$ cat config.mk
export PLATFORM = sky130hd
export DESIGN_NAME = cfd_age
export DESIGN_NICKNAME = d
export VERILOG_FILES = /design/src/rtl/core/cfd_pkg.sv /design/src/rtl/core/cfd_age.sv
export SDC_FILE = /design/constraint.sdc
export NUM_CORES = 1
export LEC_CHECK = 0
export ABC_AREA = 0
export BUFFER_PORTS_ARGS = -buffer_cell sky130_fd_sc_hd__buf_4
export CAP_MARGIN = 20
export CORE_MARGIN = 1
export CORE_UTILIZATION = 59
export DETAILED_ROUTE_END_ITERATION = 12
export MAX_ROUTING_LAYER = met4
export PLACE_DENSITY = 0.95
export SYNTH_ARGS = -nofsm -noshare
export SYNTH_HDL_FRONTEND = slang
export SYNTH_SLANG_ARGS = --single-unit
$ cat constraint.sdc
create_clock -name vclk -period 15
set_clock_uncertainty 0.05 [all_clocks]
set_input_delay 3 -clock vclk [all_inputs]
set_output_delay 3 -clock vclk [all_outputs]
set_load 0.02 [all_outputs]
$ cat src/rtl/core/cfd_pkg.sv
// Shared types and constants of the central FIFO task dispatcher.
package cfd_pkg;

   localparam int QUEUE_DEPTH  = 1024;
   localparam int WORKER_SLOTS = 8;
   localparam int QA_W         = $clog2(QUEUE_DEPTH);
   localparam int QC_W         = $clog2(QUEUE_DEPTH + 1);
   localparam int SLOT_W       = (WORKER_SLOTS > 1) ? $clog2(WORKER_SLOTS) : 1;
   localparam int SLOT_CW      = $clog2(WORKER_SLOTS + 1);
   localparam int HANDLE_W     = 64;
   localparam int ATTR_W       = 19;

   typedef enum logic [1:0] {
      CMD_ARRIVAL   = 2'd0,
      CMD_FINISHED  = 2'd1,
      CMD_PREEMPTED = 2'd2,
      CMD_SCAN      = 2'd3
   } cmd_type;

   typedef enum logic [1:0] {
      KIND_DISPATCH = 2'd0,
      KIND_RELEASE  = 2'd1,
      KIND_PREEMPT  = 2'd2,
      KIND_DROPPED  = 2'd3
   } kind_type;

   typedef enum logic [1:0] {
      CSR_WORKERS_IN_USE = 2'd0,
      CSR_PREEMPT_ENABLE = 2'd1,
      CSR_PREEMPT_DELAY  = 2'd2
   } csr_index_type;

   typedef enum logic [2:0] {
      ST_IDLE,
      ST_SLOT,
      ST_READ,
      ST_DISP,
      ST_FLUSH
   } state_type;

   typedef struct packed {
      logic [1:0]  cmd;
      logic [2:0]  worker_id;
      logic [31:0] task_handle;
      logic [31:0] buffer_handle;
      logic [15:0] task_type;
      logic [2:0]  task_category;
      logic [62:0] now;
   } req_type;

   typedef struct packed {
      logic [1:0]  kind;
      logic [2:0]  out_worker;
      logic [31:0] out_task;
      logic [31:0] out_buffer;
      logic [15:0] out_type;
      logic [2:0]  out_category;
      logic [62:0] start_stamp;
      logic        last;
   } rsp_type;

endpackage

$ cat src/rtl/core/cfd_age.sv
// Shared run-time unit: elapsed time of one slot against the preempt delay.
module cfd_age
   import cfd_pkg::*;
(
   input  logic [62:0] now,
   input  logic [62:0] started,
   input  logic [31:0] delay,
   output logic        overdue
);
   logic [62:0] elapsed;

   assign elapsed = now - started;
   assign overdue = elapsed > {31'b0, delay};
endmodule

Word-level counts from Yosys, hierarchy flattened
Cells that the tools add are included.
{"block": "word_totals", "reg_bits": 0, "latchBits": 0, "mem_bits_rw": 0, "mem_bits_ro": 0, "inputBits": 158, "n_memories": 0}
{"block": "op_classes", "n_addsub": 1, "n_mul": 0, "n_div": 0, "order_cmp": 1, "eq_ne": 0, "shifts": 0, "n_mux": 0, "n_bitwise": 0, "reduce_logical": 0}
{"op": "$gt A63 B32 Y1", "n": 1}
{"op": "$sub A63 B63 Y63", "n": 1}

Depth between registers and ports, before layout
{"block": "depth", "depth_word": 2, "ltp_mapped": 23, "mapped_depth_nobuf": 23}

Least setup slack after synthesis
Ideal clock, no wire load.
{"block": "synth_path", "path_kind": "input-to-output", "start": "input now[0]", "end": "output overdue", "arrival_time_ns": 6.993, "required_time_ns": 11.950, "setup_slack_ns": 4.957, "stages": 22, "n_path_buf": 0, "path_cell_list": "inv_1 -> ha_1 -> inv_1 -> fa_1 -> a21o_1 -> a221oi_2 -> nor2_1 -> a21oi_1 -> o21ai_1 -> a21oi_1 -> xnor2_1 -> ha_1 -> nand4_1 -> nor3_1 -> nand3_1 -> a221oi_1 -> o2111ai_1 -> nor4_1 -> o311ai_1 -> nor4_1 -> and4_1 -> nand4_1"}
{"block": "synth_via", "elab_chain_cells": 2}
{"item": "from (decl)", "line_no": "cfd_age.sv:5", "source": "input logic [62:0] now,"}
{"item": "$sub A63 B63 Y63", "line_no": "cfd_age.sv:12", "source": "assign elapsed = now - started;"}
{"item": "$gt A63 B32 Y1", "line_no": "cfd_age.sv:13", "source": "assign overdue = elapsed > {31'b0, delay};"}
{"item": "to (decl)", "line_no": "cfd_age.sv:8", "source": "output logic overdue"}
Every way passes these cells.

Worst setup path after layout
Ends and elaborated chain as after synthesis.

==> metrics <==
largest area contributor in the synthesized netlist ha_1; status completed; boundary pin count between 150 and 200; Required @ worst endpoint 11.95 ns; Post-CTS Resized 0; Initial Util 61.6%; library cells used by synthesis between 60 and 70; DRC 0; Post-Syn Area approximately 5100 um^2; fill count between 700 and 800; gr usage total 35.4%; Global Route met3 Usage about 3.7%; Routed WL around 16000 um; Crit. End Element output pin; final worst-path cycle share roughly 73%; Startpoint Class input pin; NumNets Final about 1200; final hold violation count 0; CP arrival 7.88 ns; M1 GR Usage ~45%; most frequent cells in the layout buf_4, inv_1, ha_1; Seq/Total Area, Yosys 0%; Tmin final between 10 and 15 ns; antenna diode count 0; commonest non-fill, non-tap cell in the layout buf_4; DP Wirelength around 14000 um; largest net degree at the start of global routing 14; top cells by area, synth ha_1, a21oi_1, inv_1; DIE AREA between 8000 and 9000 um^2; final RePlAce weighted congestion ~1.0; PD cells between 40 and 50 nW/um^2; worst slew pin tran 0.696 ns; RSZ-0062 raised after global routing no; worst hold slack ~6.7 ns; Post-DRT Antenna Nets 0; post-synthesis net count 1058; number of sequential cells 0; hold buffer count at CTS 0; grt peak-use layer met2; core area 8260 um^2; Reg area 0 um^2; Die H around 95 um; P&R area growth vs syn 22.8%; Die W ~95 um; Hold WC Path Type in2out; Lkg Pwr roughly 3.2 nW; worst-path maximum fanout 4; top cell type's share of synthesized area 23.1%; Slew headroom between 50 and 60%; Gate Count Post-Synth 805; global-route wire length before repair around 25000 um; Initial DRC Count 490; clkbuf count 0; wire per inst 15.4 um; GR Overflow Total 0; Sum Neg Setup Slack 0 ns; vias per inst a little over 6; Worst VDD drop approximately 26 uV; Power Total about 0.00028 W; Vias 6400; final setup vio count 0; First-pass DRT Iterations 8; max_cap viols 0; row count 33; Post-CTS Setup Repair Bufs 0; IO Port Bufs around 160; highest clock rate between 90 and 100 MHz; Setup CP Type in2out; Final Max Tran Viols 0; initial antenna violation count 0; ratio of cells with drive above 1 in the final layout 18.7%; vias in the first global route between 5000 and 6000; yosys synthesis warning count 0; Avg Inst Size Synth 6.32 um^2; Final Util ~76%; GR Util met2 between 50% and 60%
## layout make-up
type	instances	area (um^2)	area share [%]
inverter	109	409	6.55
tap	105	131	2.10
multi-input combinational	656	4510	72.2
timing repair buffer	159	1190	19.1
## metal layers
metal | up-vias | wire (um)
li1 | 3112 | -
met3 | 33 | 1530
met4 | 0 | 292
met2 | 385 | 7340
met5 | - | 0
met1 | 2870 | 6680
## cells by family after synthesis
family / count (synthesis) / synth area share [%]
simple gates: 260 / 25.1
compound gates: 249 / 30.9
buf+inv: 149 / 11.3
fa+ha+maj: 95 / 23.5
xor+xnor: 46 / 7.93
mux: 6 / 1.26
## worst max-delay path: stages
cell	delay, ns
buf_4	0.11
inv_1	0.05
ha_1	0.16
inv_1	0.05
fa_1	0.41
a21o_1	0.21
a221oi_2	0.34
or3_1	0.23
and3_1	0.21
o21ai_1	0.17
nand2_1	0.09
nand2_1	0.07
xor2_1	0.17
ha_1	0.31
nand4_1	0.15
nor3_1	0.33
nand3_1	0.18
a221oi_1	0.29
o2111ai_1	0.15
nor4_1	0.28
o311ai_1	0.13
nor4_1	0.28
and4_1	0.23
nand4_1	0.10
buf_4	0.18
## per-stage QoR
step | worst slack (ns) | cell area [um^2] | std cells
after detailed placement | 4.18 | 6240 | 1029
after floorplan | 4.96 | 5080 | 805
after CTS | 4.17 | 6240 | 1029
after global placement | 4.29 | 6240 | 1029
after global routing | 3.57 | 6240 | 1029
final | 4.07 | 6240 | 1029
## cell usage after synthesis, types with 2 or more instances
cell         n
a2111oi_0    2
a211oi_1     9
a21o_1      11
a21oi_1     85
a21oi_2      2
a221oi_1     3
a22oi_1      2
a311oi_1     3
a31o_1       2
a31oi_1      6
and3_1       7
and4_1       5
buf_2       12
clkbuf_1    28
ha_1        94
inv_1      109
mux2_2       2
mux2i_1      3
nand2_1     79
nand2b_1     6
nand3_1     15
nand4_1     36
nor2_1      60
nor2b_1     10
nor3_1      18
nor3b_1      2
nor4_1       4
nor4b_1      2
o211ai_1     7
o21a_1      17
o21ai_0     50
o21ai_1     13
o21bai_1     9
o311ai_1     2
o31a_1       3
o31ai_1      4
or2_1        2
or3_1        7
or4_1        2
xnor2_1     24
xor2_1      22
## power breakdown
part / leakage [nW] / switching, W / internal [W] / total, W
Combinational: 3.19 / 0.000155 / 0.000120 / 0.000275
Sequential: 0 / 0 / 0 / 0
Clock: 0 / 0 / 0 / 0
Total: 3.19 / 0.000155 / 0.000120 / 0.000275
## worst paths after layout
check | start | to | slack, ns | depth (start not counted)
hold / removal | now[62] | overdue | 6.71 | 6
setup / recovery | now[0] | overdue | 4.07 | 25
No activity file was read; power rests on OpenSTA's default activity.
